**src/hdl/hltc_pkg.sv**
```systemverilog
// ----------------------------------------------------------------------------
// hltc_pkg
// Shared types and constants of the hashed LRU tag cache: key layout,
// hash constants, opcodes and the item carried from front to back.
// ----------------------------------------------------------------------------
`default_nettype none

package hltc_pkg;

   // Tag store size
   localparam int ENTRIES_DEFAULT = 8;

   // Field widths
   localparam int KEY_LO_W   = 21;
   localparam int KEY_HI_W   = 46;
   localparam int HASH_W     = 32;
   localparam int STAMP_W    = 32;
   localparam int COUNT_W    = 32;
   localparam int OUT_IDX_W  = 3;
   localparam int KEY_FIELDS = 10;
   localparam int STEP_W     = 4;

   // FNV-1a 32-bit constants
   localparam logic [HASH_W-1:0] HASH_BASIS = 32'd2166136261;
   localparam logic [HASH_W-1:0] HASH_PRIME = 32'd16777619;

   // Front-to-back queue depth
   localparam int QUEUE_DEPTH = 2;

   // Configuration port: register index is paddr[2]
   localparam int         CSR_ADDR_W           = 3;
   localparam logic [0:0] CSR_IDX_CACHE_ENABLE = 1'b0;

   typedef enum logic [1:0] {
      OP_LOOKUP     = 2'd0,
      OP_FILL       = 2'd1,
      OP_INVALIDATE = 2'd2,
      OP_UNUSED     = 2'd3
   } hltc_opcode_type;

   // Classified item handed from front to back
   typedef struct packed {
      hltc_opcode_type       opcode;
      logic [KEY_LO_W-1:0]   key_lo;
      logic [KEY_HI_W-1:0]   key_hi;
      logic [HASH_W-1:0]     key_hash;
      logic                  bypass;
   } hltc_item_type;

   // Queue status seen by both sides
   typedef struct packed {
      logic full;
      logic empty;
   } hltc_queue_status_type;

endpackage : hltc_pkg

`default_nettype wire

```
**src/hdl/hltc_front.sv**
```systemverilog
// ----------------------------------------------------------------------------
// hltc_front
// Accepts request beats, packs the key and runs the FNV-1a hash one field
// per cycle through a single 32x32 multiplier, then pushes the item.
// ----------------------------------------------------------------------------
`default_nettype none

module hltc_front
   import hltc_pkg::*;
(
   input  wire logic                  clock,
   input  wire logic                  reset,
   input  wire logic                  cache_enable,
   input  wire logic                  req_valid,
   output logic                       req_ready,
   input  wire logic [1:0]            req_opcode,
   input  wire logic [2:0]            req_draw_ops,
   input  wire logic [7:0]            req_bg_level,
   input  wire logic                  req_bg_flag,
   input  wire logic [7:0]            req_scene_num,
   input  wire logic                  req_spr_flag,
   input  wire logic [15:0]           req_glyph_tex,
   input  wire logic [3:0]            req_glyph_bits,
   input  wire logic [7:0]            req_glyph_opacity,
   input  wire logic [1:0]            req_fade_mode,
   input  wire logic [15:0]           req_fade_layers,
   input  wire hltc_queue_status_type q_status,
   output logic                       push,
   output hltc_item_type              push_item
);

   typedef enum logic [2:0] {
      F_IDLE = 3'b001,
      F_HASH = 3'b010,
      F_PUSH = 3'b100
   } front_state_type;

   front_state_type     state_ff, state_in;
   logic [STEP_W-1:0]   step_ff, step_in;
   logic [HASH_W-1:0]   hash_ff, hash_in;
   hltc_opcode_type     opcode_ff, opcode_in;
   logic [KEY_LO_W-1:0] lo_ff, lo_in;
   logic [KEY_HI_W-1:0] hi_ff, hi_in;
   logic                bypass_ff, bypass_in;
   logic [HASH_W-1:0]   word;
   logic [HASH_W-1:0]   mix;
   logic [HASH_W-1:0]   product;

   assign req_ready = (state_ff == F_IDLE);

   // Select the key field for this hash step, zero extended
   always_comb begin
      case (step_ff)
         4'd0:    word = {29'd0, lo_ff[2:0]};
         4'd1:    word = {24'd0, lo_ff[10:3]};
         4'd2:    word = {31'd0, lo_ff[11]};
         4'd3:    word = {24'd0, lo_ff[19:12]};
         4'd4:    word = {31'd0, lo_ff[20]};
         4'd5:    word = {16'd0, hi_ff[15:0]};
         4'd6:    word = {28'd0, hi_ff[19:16]};
         4'd7:    word = {24'd0, hi_ff[27:20]};
         4'd8:    word = {30'd0, hi_ff[29:28]};
         4'd9:    word = {16'd0, hi_ff[45:30]};
         default: word = '0;
      endcase
   end

   // One FNV-1a round: xor, then multiply modulo 2^32
   assign mix     = hash_ff ^ word;
   assign product = mix * HASH_PRIME;

   // Sequence accept, hash rounds and push
   always_comb begin
      state_in  = state_ff;
      step_in   = step_ff;
      hash_in   = hash_ff;
      opcode_in = opcode_ff;
      lo_in     = lo_ff;
      hi_in     = hi_ff;
      bypass_in = bypass_ff;
      push      = 1'b0;
      case (state_ff)
         F_IDLE: begin
            if (req_valid) begin
               opcode_in = hltc_opcode_type'(req_opcode);
               lo_in     = {req_spr_flag, req_scene_num, req_bg_flag,
                            req_bg_level, req_draw_ops};
               hi_in     = {req_fade_layers, req_fade_mode, req_glyph_opacity,
                            req_glyph_bits, req_glyph_tex};
               bypass_in = ~cache_enable;
               hash_in   = HASH_BASIS;
               step_in   = '0;
               state_in  = F_HASH;
            end
         end
         F_HASH: begin
            hash_in = product;
            step_in = step_ff + STEP_W'(1);
            if (step_ff == STEP_W'(KEY_FIELDS - 1)) begin
               state_in = F_PUSH;
            end
         end
         F_PUSH: begin
            push = ~q_status.full;
            if (!q_status.full) begin
               state_in = F_IDLE;
            end
         end
         default: state_in = F_IDLE;
      endcase
   end

   assign push_item = '{opcode: opcode_ff, key_lo: lo_ff, key_hi: hi_ff,
                        key_hash: hash_ff, bypass: bypass_ff};

   always_ff @(posedge clock) begin
      if (reset) begin
         state_ff <= F_IDLE;
      end else begin
         state_ff <= state_in;
      end
   end

   always_ff @(posedge clock) begin
      step_ff   <= step_in;
      hash_ff   <= hash_in;
      opcode_ff <= opcode_in;
      lo_ff     <= lo_in;
      hi_ff     <= hi_in;
      bypass_ff <= bypass_in;
   end

endmodule : hltc_front

`default_nettype wire

```
**src/hdl/hltc_queue.sv**
```systemverilog
// ----------------------------------------------------------------------------
// hltc_queue
// Short FIFO of classified items between the hash front and the tag back.
// ----------------------------------------------------------------------------
`default_nettype none

module hltc_queue
   import hltc_pkg::*;
(
   input  wire logic          clock,
   input  wire logic          reset,
   input  wire logic          push,
   input  wire hltc_item_type push_item,
   input  wire logic          pop,
   output hltc_item_type      head_item,
   output hltc_queue_status_type status
);

   localparam int PTR_W = (QUEUE_DEPTH > 1) ? $clog2(QUEUE_DEPTH) : 1;
   localparam int CNT_W = $clog2(QUEUE_DEPTH + 1);

   hltc_item_type    slot_ff [QUEUE_DEPTH];
   logic [PTR_W-1:0] wr_ptr_ff, wr_ptr_in;
   logic [PTR_W-1:0] rd_ptr_ff, rd_ptr_in;
   logic [CNT_W-1:0] count_ff, count_in;
   logic             do_push;
   logic             do_pop;

   assign status.full  = (count_ff == CNT_W'(QUEUE_DEPTH));
   assign status.empty = (count_ff == '0);
   assign do_push      = push & ~status.full;
   assign do_pop       = pop & ~status.empty;
   assign head_item    = slot_ff[rd_ptr_ff];

   // Advance pointers with wrap and track fill level
   always_comb begin
      wr_ptr_in = wr_ptr_ff;
      rd_ptr_in = rd_ptr_ff;
      count_in  = count_ff;
      if (do_push) begin
         wr_ptr_in = (wr_ptr_ff == PTR_W'(QUEUE_DEPTH - 1)) ? '0 : wr_ptr_ff + PTR_W'(1);
      end
      if (do_pop) begin
         rd_ptr_in = (rd_ptr_ff == PTR_W'(QUEUE_DEPTH - 1)) ? '0 : rd_ptr_ff + PTR_W'(1);
      end
      if (do_push && !do_pop) begin
         count_in = count_ff + CNT_W'(1);
      end else if (!do_push && do_pop) begin
         count_in = count_ff - CNT_W'(1);
      end
   end

   always_ff @(posedge clock) begin
      if (reset) begin
         wr_ptr_ff <= '0;
         rd_ptr_ff <= '0;
         count_ff  <= '0;
      end else begin
         wr_ptr_ff <= wr_ptr_in;
         rd_ptr_ff <= rd_ptr_in;
         count_ff  <= count_in;
      end
   end

   always_ff @(posedge clock) begin
      if (do_push) begin
         slot_ff[wr_ptr_ff] <= push_item;
      end
   end

endmodule : hltc_queue

`default_nettype wire

```
**src/hdl/hltc_back.sv**
```systemverilog
// ----------------------------------------------------------------------------
// hltc_back
// Tag store: for lookups and fills, sweeps the entries one per cycle for a
// match and the LRU victim, then applies the update and loads the response register.
// ----------------------------------------------------------------------------
`default_nettype none

module hltc_back
   import hltc_pkg::*;
#(
   parameter int ENTRIES = ENTRIES_DEFAULT
) (
   input  wire logic                  clock,
   input  wire logic                  reset,
   input  wire hltc_queue_status_type q_status,
   input  wire hltc_item_type         head_item,
   output logic                       pop,
   output logic                       rsp_valid,
   input  wire logic                  rsp_ready,
   output logic                       rsp_hit,
   output logic [OUT_IDX_W-1:0]       rsp_entry_index,
   output logic [HASH_W-1:0]          rsp_key_hash,
   output logic                       rsp_bypassed
);

   localparam int IDX_W = (ENTRIES > 1) ? $clog2(ENTRIES) : 1;

   typedef enum logic [2:0] {
      B_IDLE  = 3'b001,
      B_SCAN  = 3'b010,
      B_APPLY = 3'b100
   } back_state_type;

   back_state_type      state_ff, state_in;
   hltc_item_type       cur_ff, cur_in;
   logic [IDX_W-1:0]    scan_ff, scan_in;
   logic                found_ff, found_in;
   logic [IDX_W-1:0]    found_idx_ff, found_idx_in;
   logic                inv_ff, inv_in;
   logic [IDX_W-1:0]    inv_idx_ff, inv_idx_in;
   logic                best_ff, best_in;
   logic [IDX_W-1:0]    best_idx_ff, best_idx_in;
   logic [STAMP_W-1:0]  best_stamp_ff, best_stamp_in;

   logic [ENTRIES-1:0]  valid_ff, valid_in;
   logic [HASH_W-1:0]   hash_mem_ff  [ENTRIES];
   logic [KEY_LO_W-1:0] lo_mem_ff    [ENTRIES];
   logic [KEY_HI_W-1:0] hi_mem_ff    [ENTRIES];
   logic [STAMP_W-1:0]  stamp_mem_ff [ENTRIES];

   logic [STAMP_W-1:0]  use_cnt_ff, use_cnt_in;
   logic [COUNT_W-1:0]  hit_cnt_ff, hit_cnt_in;
   logic [COUNT_W-1:0]  miss_cnt_ff, miss_cnt_in;

   logic                rsp_valid_ff, rsp_valid_in;
   logic                rsp_hit_ff, rsp_hit_in;
   logic [OUT_IDX_W-1:0] rsp_idx_ff, rsp_idx_in;
   logic [HASH_W-1:0]   rsp_hash_ff, rsp_hash_in;
   logic                rsp_byp_ff, rsp_byp_in;

   logic                ent_valid;
   logic                ent_match;
   logic [STAMP_W-1:0]  ent_stamp;
   logic [IDX_W-1:0]    victim;
   logic                out_free;
   logic                stamp_wr;
   logic                fill_wr;
   logic [IDX_W-1:0]    wr_idx;
   logic [STAMP_W-1:0]  next_stamp;

   // Entry under the sweep
   assign ent_valid = valid_ff[scan_ff];
   assign ent_stamp = stamp_mem_ff[scan_ff];
   assign ent_match = ent_valid && (hash_mem_ff[scan_ff] == cur_ff.key_hash)
                      && (lo_mem_ff[scan_ff] == cur_ff.key_lo)
                      && (hi_mem_ff[scan_ff] == cur_ff.key_hi);

   assign victim     = inv_ff ? inv_idx_ff : best_idx_ff;
   assign out_free   = ~rsp_valid_ff | rsp_ready;
   assign next_stamp = use_cnt_ff + STAMP_W'(1);
   assign pop        = (state_ff == B_IDLE) && !q_status.empty;

   // Take an item, sweep the entries, then apply and respond
   always_comb begin
      state_in      = state_ff;
      cur_in        = cur_ff;
      scan_in       = scan_ff;
      found_in      = found_ff;
      found_idx_in  = found_idx_ff;
      inv_in        = inv_ff;
      inv_idx_in    = inv_idx_ff;
      best_in       = best_ff;
      best_idx_in   = best_idx_ff;
      best_stamp_in = best_stamp_ff;
      valid_in      = valid_ff;
      use_cnt_in    = use_cnt_ff;
      hit_cnt_in    = hit_cnt_ff;
      miss_cnt_in   = miss_cnt_ff;
      rsp_valid_in  = rsp_valid_ff & ~rsp_ready;
      rsp_hit_in    = rsp_hit_ff;
      rsp_idx_in    = rsp_idx_ff;
      rsp_hash_in   = rsp_hash_ff;
      rsp_byp_in    = rsp_byp_ff;
      stamp_wr      = 1'b0;
      fill_wr       = 1'b0;
      wr_idx        = victim;
      case (state_ff)
         B_IDLE: begin
            if (pop) begin
               cur_in   = head_item;
               scan_in  = '0;
               found_in = 1'b0;
               inv_in   = 1'b0;
               best_in  = 1'b0;
               if (!head_item.bypass && (head_item.opcode == OP_LOOKUP ||
                                         head_item.opcode == OP_FILL)) begin
                  state_in = B_SCAN;
               end else begin
                  state_in = B_APPLY;
               end
            end
         end
         B_SCAN: begin
            if (!found_ff && ent_match) begin
               found_in     = 1'b1;
               found_idx_in = scan_ff;
            end
            if (!inv_ff && !ent_valid) begin
               inv_in     = 1'b1;
               inv_idx_in = scan_ff;
            end
            if (ent_valid && (!best_ff || ent_stamp < best_stamp_ff)) begin
               best_in       = 1'b1;
               best_idx_in   = scan_ff;
               best_stamp_in = ent_stamp;
            end
            scan_in = scan_ff + IDX_W'(1);
            if (scan_ff == IDX_W'(ENTRIES - 1)) begin
               state_in = B_APPLY;
            end
         end
         B_APPLY: begin
            if (out_free) begin
               rsp_valid_in = 1'b1;
               rsp_hash_in  = cur_ff.key_hash;
               rsp_byp_in   = cur_ff.bypass;
               rsp_hit_in   = 1'b0;
               rsp_idx_in   = '0;
               state_in     = B_IDLE;
               if (!cur_ff.bypass) begin
                  case (cur_ff.opcode)
                     OP_LOOKUP: begin
                        if (found_ff) begin
                           stamp_wr   = 1'b1;
                           wr_idx     = found_idx_ff;
                           use_cnt_in = next_stamp;
                           hit_cnt_in = hit_cnt_ff + COUNT_W'(1);
                           rsp_hit_in = 1'b1;
                           rsp_idx_in = OUT_IDX_W'(found_idx_ff);
                        end else begin
                           miss_cnt_in = miss_cnt_ff + COUNT_W'(1);
                           rsp_idx_in  = OUT_IDX_W'(victim);
                        end
                     end
                     OP_FILL: begin
                        stamp_wr         = 1'b1;
                        fill_wr          = 1'b1;
                        valid_in[victim] = 1'b1;
                        use_cnt_in       = next_stamp;
                        rsp_idx_in       = OUT_IDX_W'(victim);
                     end
                     OP_INVALIDATE: begin
                        valid_in   = '0;
                        use_cnt_in = '0;
                     end
                     default: ;
                  endcase
               end
            end
         end
         default: state_in = B_IDLE;
      endcase
   end

   assign rsp_valid       = rsp_valid_ff;
   assign rsp_hit         = rsp_hit_ff;
   assign rsp_entry_index = rsp_idx_ff;
   assign rsp_key_hash    = rsp_hash_ff;
   assign rsp_bypassed    = rsp_byp_ff;

   always_ff @(posedge clock) begin
      if (reset) begin
         state_ff     <= B_IDLE;
         valid_ff     <= '0;
         use_cnt_ff   <= '0;
         hit_cnt_ff   <= '0;
         miss_cnt_ff  <= '0;
         rsp_valid_ff <= 1'b0;
      end else begin
         state_ff     <= state_in;
         valid_ff     <= valid_in;
         use_cnt_ff   <= use_cnt_in;
         hit_cnt_ff   <= hit_cnt_in;
         miss_cnt_ff  <= miss_cnt_in;
         rsp_valid_ff <= rsp_valid_in;
      end
   end

   always_ff @(posedge clock) begin
      cur_ff        <= cur_in;
      scan_ff       <= scan_in;
      found_ff      <= found_in;
      found_idx_ff  <= found_idx_in;
      inv_ff        <= inv_in;
      inv_idx_ff    <= inv_idx_in;
      best_ff       <= best_in;
      best_idx_ff   <= best_idx_in;
      best_stamp_ff <= best_stamp_in;
      rsp_hit_ff    <= rsp_hit_in;
      rsp_idx_ff    <= rsp_idx_in;
      rsp_hash_ff   <= rsp_hash_in;
      rsp_byp_ff    <= rsp_byp_in;
   end

   // Write the entry payload on fill, the stamp on fill or hit
   always_ff @(posedge clock) begin
      if (fill_wr) begin
         hash_mem_ff[wr_idx] <= cur_ff.key_hash;
         lo_mem_ff[wr_idx]   <= cur_ff.key_lo;
         hi_mem_ff[wr_idx]   <= cur_ff.key_hi;
      end
      if (stamp_wr) begin
         stamp_mem_ff[wr_idx] <= next_stamp;
      end
   end

endmodule : hltc_back

`default_nettype wire

```
**src/hdl/hashed_lru_tag_cache.sv**
```systemverilog
// ----------------------------------------------------------------------------
// hashed_lru_tag_cache
// Fully associative LRU tag cache keyed by an FNV-1a hash of a ten-field key.
// ----------------------------------------------------------------------------
// Usage:
//   Request beats (req_*) carry an opcode (lookup, fill, invalidate all)
//   and the ten key fields. Each accepted beat yields exactly one response
//   beat (rsp_*) with hit, entry_index, key_hash and bypassed, in order.
//   The APB-style port holds cache_enable at address 0; write it only while
//   no request is in flight. With cache_enable low every beat bypasses.
// Front and back:
//   The front takes one beat at a time: the accept, ten hash rounds
//   through one 32x32 multiplier, and a push into a two-deep queue; it
//   takes no new beat until that push is done. The back sweeps the tag
//   entries one per cycle for lookups and fills, after the pop and before
//   the apply. Invalidate, unused opcode and bypassed beats skip the
//   sweep.
// Reset and stall:
//   Synchronous reset clears all valid bits and the use counter and sets
//   cache_enable. A stalled response holds in its register; the queue keeps
//   the front hashing until it fills, then req_ready stays low.
// ----------------------------------------------------------------------------
`default_nettype none

module hashed_lru_tag_cache
   import hltc_pkg::*;
#(
   parameter int ENTRIES = ENTRIES_DEFAULT
) (
   input  wire logic                  clock,
   input  wire logic                  reset,
   // request channel
   input  wire logic                  req_valid,
   output logic                       req_ready,
   input  wire logic [1:0]            req_opcode,
   input  wire logic [2:0]            req_draw_ops,
   input  wire logic [7:0]            req_bg_level,
   input  wire logic                  req_bg_flag,
   input  wire logic [7:0]            req_scene_num,
   input  wire logic                  req_spr_flag,
   input  wire logic [15:0]           req_glyph_tex,
   input  wire logic [3:0]            req_glyph_bits,
   input  wire logic [7:0]            req_glyph_opacity,
   input  wire logic [1:0]            req_fade_mode,
   input  wire logic [15:0]           req_fade_layers,
   // response channel
   output logic                       rsp_valid,
   input  wire logic                  rsp_ready,
   output logic                       rsp_hit,
   output logic [OUT_IDX_W-1:0]       rsp_entry_index,
   output logic [HASH_W-1:0]          rsp_key_hash,
   output logic                       rsp_bypassed,
   // configuration port
   input  wire logic                  psel,
   input  wire logic                  penable,
   input  wire logic                  pwrite,
   input  wire logic [CSR_ADDR_W-1:0] paddr,
   input  wire logic [31:0]           pwdata,
   output logic [31:0]                prdata,
   output logic                       pready
);

   logic                  cache_enable_ff, cache_enable_in;
   logic                  csr_write;
   logic                  push;
   logic                  pop;
   hltc_item_type         push_item;
   hltc_item_type         head_item;
   hltc_queue_status_type q_status;

   // Configuration register
   assign pready    = 1'b1;
   assign csr_write = psel & penable & pwrite & pready
                      & (paddr[2] == CSR_IDX_CACHE_ENABLE);

   always_comb begin
      cache_enable_in = cache_enable_ff;
      if (csr_write) begin
         cache_enable_in = pwdata[0];
      end
   end

   always_comb begin
      prdata = '0;
      if (paddr[2] == CSR_IDX_CACHE_ENABLE) begin
         prdata = {31'd0, cache_enable_ff};
      end
   end

   always_ff @(posedge clock) begin
      if (reset) begin
         cache_enable_ff <= 1'b1;
      end else begin
         cache_enable_ff <= cache_enable_in;
      end
   end

   hltc_front u_front (
      .clock             (clock),
      .reset             (reset),
      .cache_enable      (cache_enable_ff),
      .req_valid         (req_valid),
      .req_ready         (req_ready),
      .req_opcode        (req_opcode),
      .req_draw_ops      (req_draw_ops),
      .req_bg_level      (req_bg_level),
      .req_bg_flag       (req_bg_flag),
      .req_scene_num     (req_scene_num),
      .req_spr_flag      (req_spr_flag),
      .req_glyph_tex     (req_glyph_tex),
      .req_glyph_bits    (req_glyph_bits),
      .req_glyph_opacity (req_glyph_opacity),
      .req_fade_mode     (req_fade_mode),
      .req_fade_layers   (req_fade_layers),
      .q_status          (q_status),
      .push              (push),
      .push_item         (push_item)
   );

   hltc_queue u_queue (
      .clock     (clock),
      .reset     (reset),
      .push      (push),
      .push_item (push_item),
      .pop       (pop),
      .head_item (head_item),
      .status    (q_status)
   );

   hltc_back #(
      .ENTRIES (ENTRIES)
   ) u_back (
      .clock           (clock),
      .reset           (reset),
      .q_status        (q_status),
      .head_item       (head_item),
      .pop             (pop),
      .rsp_valid       (rsp_valid),
      .rsp_ready       (rsp_ready),
      .rsp_hit         (rsp_hit),
      .rsp_entry_index (rsp_entry_index),
      .rsp_key_hash    (rsp_key_hash),
      .rsp_bypassed    (rsp_bypassed)
   );

   // A bypassed beat reports neither a hit nor an entry
   a_bypass_clean : assert property (@(posedge clock) disable iff (reset)
      rsp_valid && rsp_bypassed |-> !rsp_hit && (rsp_entry_index == '0))
      else $error("bypassed response carries hit or entry index");

   // Front is busy hashing right after it takes a beat
   a_front_busy : assert property (@(posedge clock) disable iff (reset)
      req_valid && req_ready |=> !req_ready)
      else $error("front accepted a beat while hashing");

   // No response is pending right after reset
   a_reset_empty : assert property (@(posedge clock)
      reset |=> !rsp_valid)
      else $error("response valid after reset");

   // The front never pushes into a full queue
   a_no_overflow : assert property (@(posedge clock) disable iff (reset)
      push |-> !q_status.full)
      else $error("push into full queue");

endmodule : hashed_lru_tag_cache

`default_nettype wire

```
**config.mk**
```make
export PLATFORM = sky130hd
export DESIGN_NAME = hashed_lru_tag_cache
export DESIGN_NICKNAME = d
export VERILOG_FILES = /design/src/hdl/hltc_pkg.sv /design/src/hdl/hltc_front.sv /design/src/hdl/hltc_queue.sv /design/src/hdl/hltc_back.sv /design/src/hdl/hashed_lru_tag_cache.sv
export SDC_FILE = /design/constraint.sdc
export NUM_CORES = 2
export LEC_CHECK = 0
export ABC_AREA = 1
export CAP_MARGIN = 20
export CORE_MARGIN = 3
export CORE_UTILIZATION = 34
export DETAILED_ROUTE_END_ITERATION = 8
export DONT_BUFFER_PORTS = 1
export PLACE_DENSITY_LB_ADDON = 0.08
export SKIP_LAST_GASP = 1
export SLEW_MARGIN = 40
export SYNTH_ARGS = -nofsm -noshare
export SYNTH_HDL_FRONTEND = slang
export SYNTH_SLANG_ARGS = --single-unit
```
**constraint.sdc**
```tcl
create_clock -name clock -period 16.01 [get_ports clock]
set_input_delay 0.8005 -clock clock [delete_from_list [all_inputs] [get_ports clock]]
set_output_delay 0.8005 -clock clock [all_outputs]
set_load 0.02 [all_outputs]
```
==> results by group <==
Routing
  – DRT Pass-1 Iters: 7
  – Routed length per placed instance: ~23 microns
  – Antenna Nets Post-Route: 0
  – DRT iter0 DRCs: about 3400
  – Vias: roughly 43000
  – Final wirelength: 202000 microns
  – DR DRC count: 0
  – DR vias/cell: 4.94

Logic synthesis
  – Synth area leader: edfxtp_1
  – YS warnings: 0
  – Ys async rst share: 0
  – Top cell type's share of synthesized area: 0.665
  – Dominant synthesized flop cell: edfxtp_1
  – Seq cells post-synth: 1600
  – Largest cells by area after synthesis: edfxtp_1 66%, nor2_1 5.4%, nand2_1 4.8%
  – Post-synth EDFFs: 1544
  – Seq/Total Area, Yosys: 0.681
  – Post-synthesis cell type count: around 60
  – Gate Count Post-Synth: 5861
  – Post-Syn Area: 69700 sq um
  – Avg Cell Area, Syn: 11.9 sq um

STA
  – Worst Max-Slew Pin Slew: 900 ps
  – Final setup skew: 34.2 ps
  – Fmax: about 0.14 GHz
  – Rel. slew slack: 0.400
  – Final Hold Viols: 0
  – Setup TNS: 0 ps
  – Period minus WS final: 7080 ps
  – Max Slew Vio Count: 0
  – Period Utilization, post-route: 0.442
  – Final setup fails: 0
  – Final setup margin: 8930 ps
  – RSZ-0062 raised after global routing: no

Clocking
  – CTS tree: yes
  – CTS sink cnt: 1600
  – H-tree depth: 4
  – Clk slew on worst S/H paths: 60 ps
  – Total CTS buffers: around 180
  – Clock buffer depth: 3
  – Worst-Skew Late Latency: 820 ps
  – Setup bufs post-CTS: 0
  – Clk root buf: clkbuf_16

Critical path
  – Worst r2r src: u_front.step_ff[1]
  – Worst R2R Path Depth: 29
  – Crit Path Max Fanout: 9
  – Setup slack, reg-to-reg: a little under 9000 ps
  – Data arrival, critical path: 7620 ps
  – Worst path required time: 16550 ps
  – CP endpoint: u_front.hash_ff[31]
  – Startpoint Class: flop
  – Crit path largest cell delay: 650 ps
  – Crit. End Element: flop
  – Crit path launch: u_front.step_ff[1]
  – Crit path kind: reg -> reg
  – CP max stage cell: xor2_1
  – Critical R2R Capture: u_front.hash_ff[31]

Placement
  – IO buf count: 0
  – Detailed Place HPWL: 125000 microns
  – Pre-CTS WS: just under 9000 ps
  – Gpl congestion: 0.841

Finish
  – Filler Cells Inserted: 19600
  – Layout net count: 6328
  – Area delta synth->final: 13.6%
  – Layout cells sized above 1: 0.0677

Global routing
  – Largest net degree at the start of global routing: about 140
  – Number of global-route vias before repair: ~42000
  – First-pass GRT wire length: between 200000 and 300000 microns
  – Gr ovfl total: 0
  – Initial antenna violation count: 11
  – Overall routing resource usage: 0.190

Die
  – Die Ht: 459 microns
  – Row count: 165
  – # IOs: approximately 180
  – Chip width: roughly 460 microns
  – Core area: ~200000 sq um
  – Starting density of the core: 0.343
  – DIE AREA: roughly 210000 sq um

Run status
  – Status: finished, final reports clean

Worst hold path
  – Worst hold path class: in -> reg

Flow run
  – MaxCap Viol Count: 0
==> synth_stat cells (47+ instances only) <==
| cell | instances |
|---|---|
| a21oi_1 | 116 |
| buf_2 | 81 |
| clkbuf_1 | 139 |
| dfxtp_1 | 56 |
| edfxtp_1 | 1544 |
| fa_1 | 72 |
| ha_1 | 227 |
| inv_1 | 386 |
| nand2_1 | 896 |
| nand3_1 | 120 |
| nand4_1 | 49 |
| nor2_1 | 1009 |
| o211ai_1 | 47 |
| o21ai_0 | 621 |
| o21ai_1 | 59 |
| o22ai_1 | 85 |
| xor2_1 | 64 |
==> worst min-delay path by stage <==
| stage | start | endpoint | depth (start not counted) |
|---|---|---|---|
| finish | req_opcode[1] | u_front.opcode_ff[1] | 0 |
| global route | req_scene_num[6] | u_front.lo_ff[18] | 0 |
| CTS | req_opcode[0] | u_front.opcode_ff[0] | 0 |
| detailed placement | u_queue.rd_ptr_ff | flop | 1 |
| global placement | u_queue.rd_ptr_ff | flop | 1 |
| floorplan | u_front.bypass_ff | u_queue.slot_ff[0][0] | 0 |
==> metrics by stage <==
step	hold WS [ps]	instance area, sq um	cells	util
after detailed placement	441	73000	8365	0.359
after CTS	4.81	79100	8737	0.389
after global routing	22.6	79200	8743	0.390
after floorplan	421	69900	5891	-
after global placement	424	72700	8354	0.358
final	90.4	79200	8747	0.390
==> flip-flops by register name, indices dropped and copies added (netlist names), 4 cells and up, named ones only <==
signal and count:
u_back.best_stamp_ff 32, u_back.cur_ff 102, u_back.hash_mem_ff 256, u_back.hi_mem_ff 368
u_back.lo_mem_ff 168, u_back.rsp_key_hash 32, u_back.stamp_mem_ff 256, u_back.use_cnt_ff 32
u_back.valid_ff 8, u_front.hash_ff 32, u_front.hi_ff 46, u_front.lo_ff 21
u_front.step_ff 4, u_queue.slot_ff 204
==> worst max-delay path: cells and delay by family, from the launching register on <==
family,cells,cell delay [ps]
simple gates,10,1540
buf+inv,7,720
compound gates,2,390
fa+ha+maj,9,3090
flops,1,440
xor+xnor,1,650
==> cell type report <==
cell class,instances,area (sq um),area share
Antenna cell,5,12.5,0.000158
Tap cell,2672,3340,0.0422
Multi-Input combinational cell,3624,19800,0.250
Clock buffer,236,4820,0.0608
Sequential cell,1600,47500,0.599
Timing Repair Buffer,121,1400,0.0177
Inverter,392,1490,0.0189
Clock inverter,97,852,0.0108
==> cell families after synthesis <==
group	share of synthesized area
compound gates	0.0813
xor+xnor	0.0115
fa+ha+maj	0.0614
buf+inv	0.0399
flops	0.681
mux	0.000574
other cells	0.000108
simple gates	0.124
==> per-layer routing <==
metal / vias up / part of all wire / track usage
met5: - / 0 / 0
met4: 0 / 0.032 / 0.0625
met3: 275 / 0.049 / 0.0317
met2: 975 / 0.44 / 0.289
met1: 21400 / 0.48 / 0.277
li1: 20600 / - / -
==> what timing repair did <==
item,4_1_cts,5_1_grt
hold buffers,39,0
gates resized for setup,0,0
hold endpoints to repair,46,0
==> cells in the final DEF, fill, tap and decap left out, drive strengths merged, types with 5 or more instances in the layout <==
| master | count |
|---|---|
| nand3 | 122 |
| o21ai | 680 |
| fa | 72 |
| o22ai | 85 |
| diode | 5 |
| or2 | 16 |
| inv | 398 |
| clkinv | 74 |
| xnor2 | 26 |
| xor2 | 65 |
| ha | 227 |
| nand3b | 10 |
| conb | 32 |
| nor3 | 32 |
| a211oi | 5 |
| a22o | 9 |
| nand4 | 49 |
| a21o | 28 |
| a221oi | 7 |
| a21oi | 117 |
| clkbuf | 236 |
| edfxtp | 1544 |
| dlygate4sd3 | 39 |
| nand2 | 899 |
| nor2 | 1016 |
| bufinv | 12 |
| buf | 82 |
| nor4 | 6 |
| dfxtp | 56 |
| o211ai | 47 |
| clkinvlp | 5 |
| o21a | 6 |
| a31oi | 36 |
| nor3b | 6 |
Power is not shown: default switching activity piles up to over one toggle a cycle in this logic, so the estimate is an artifact.
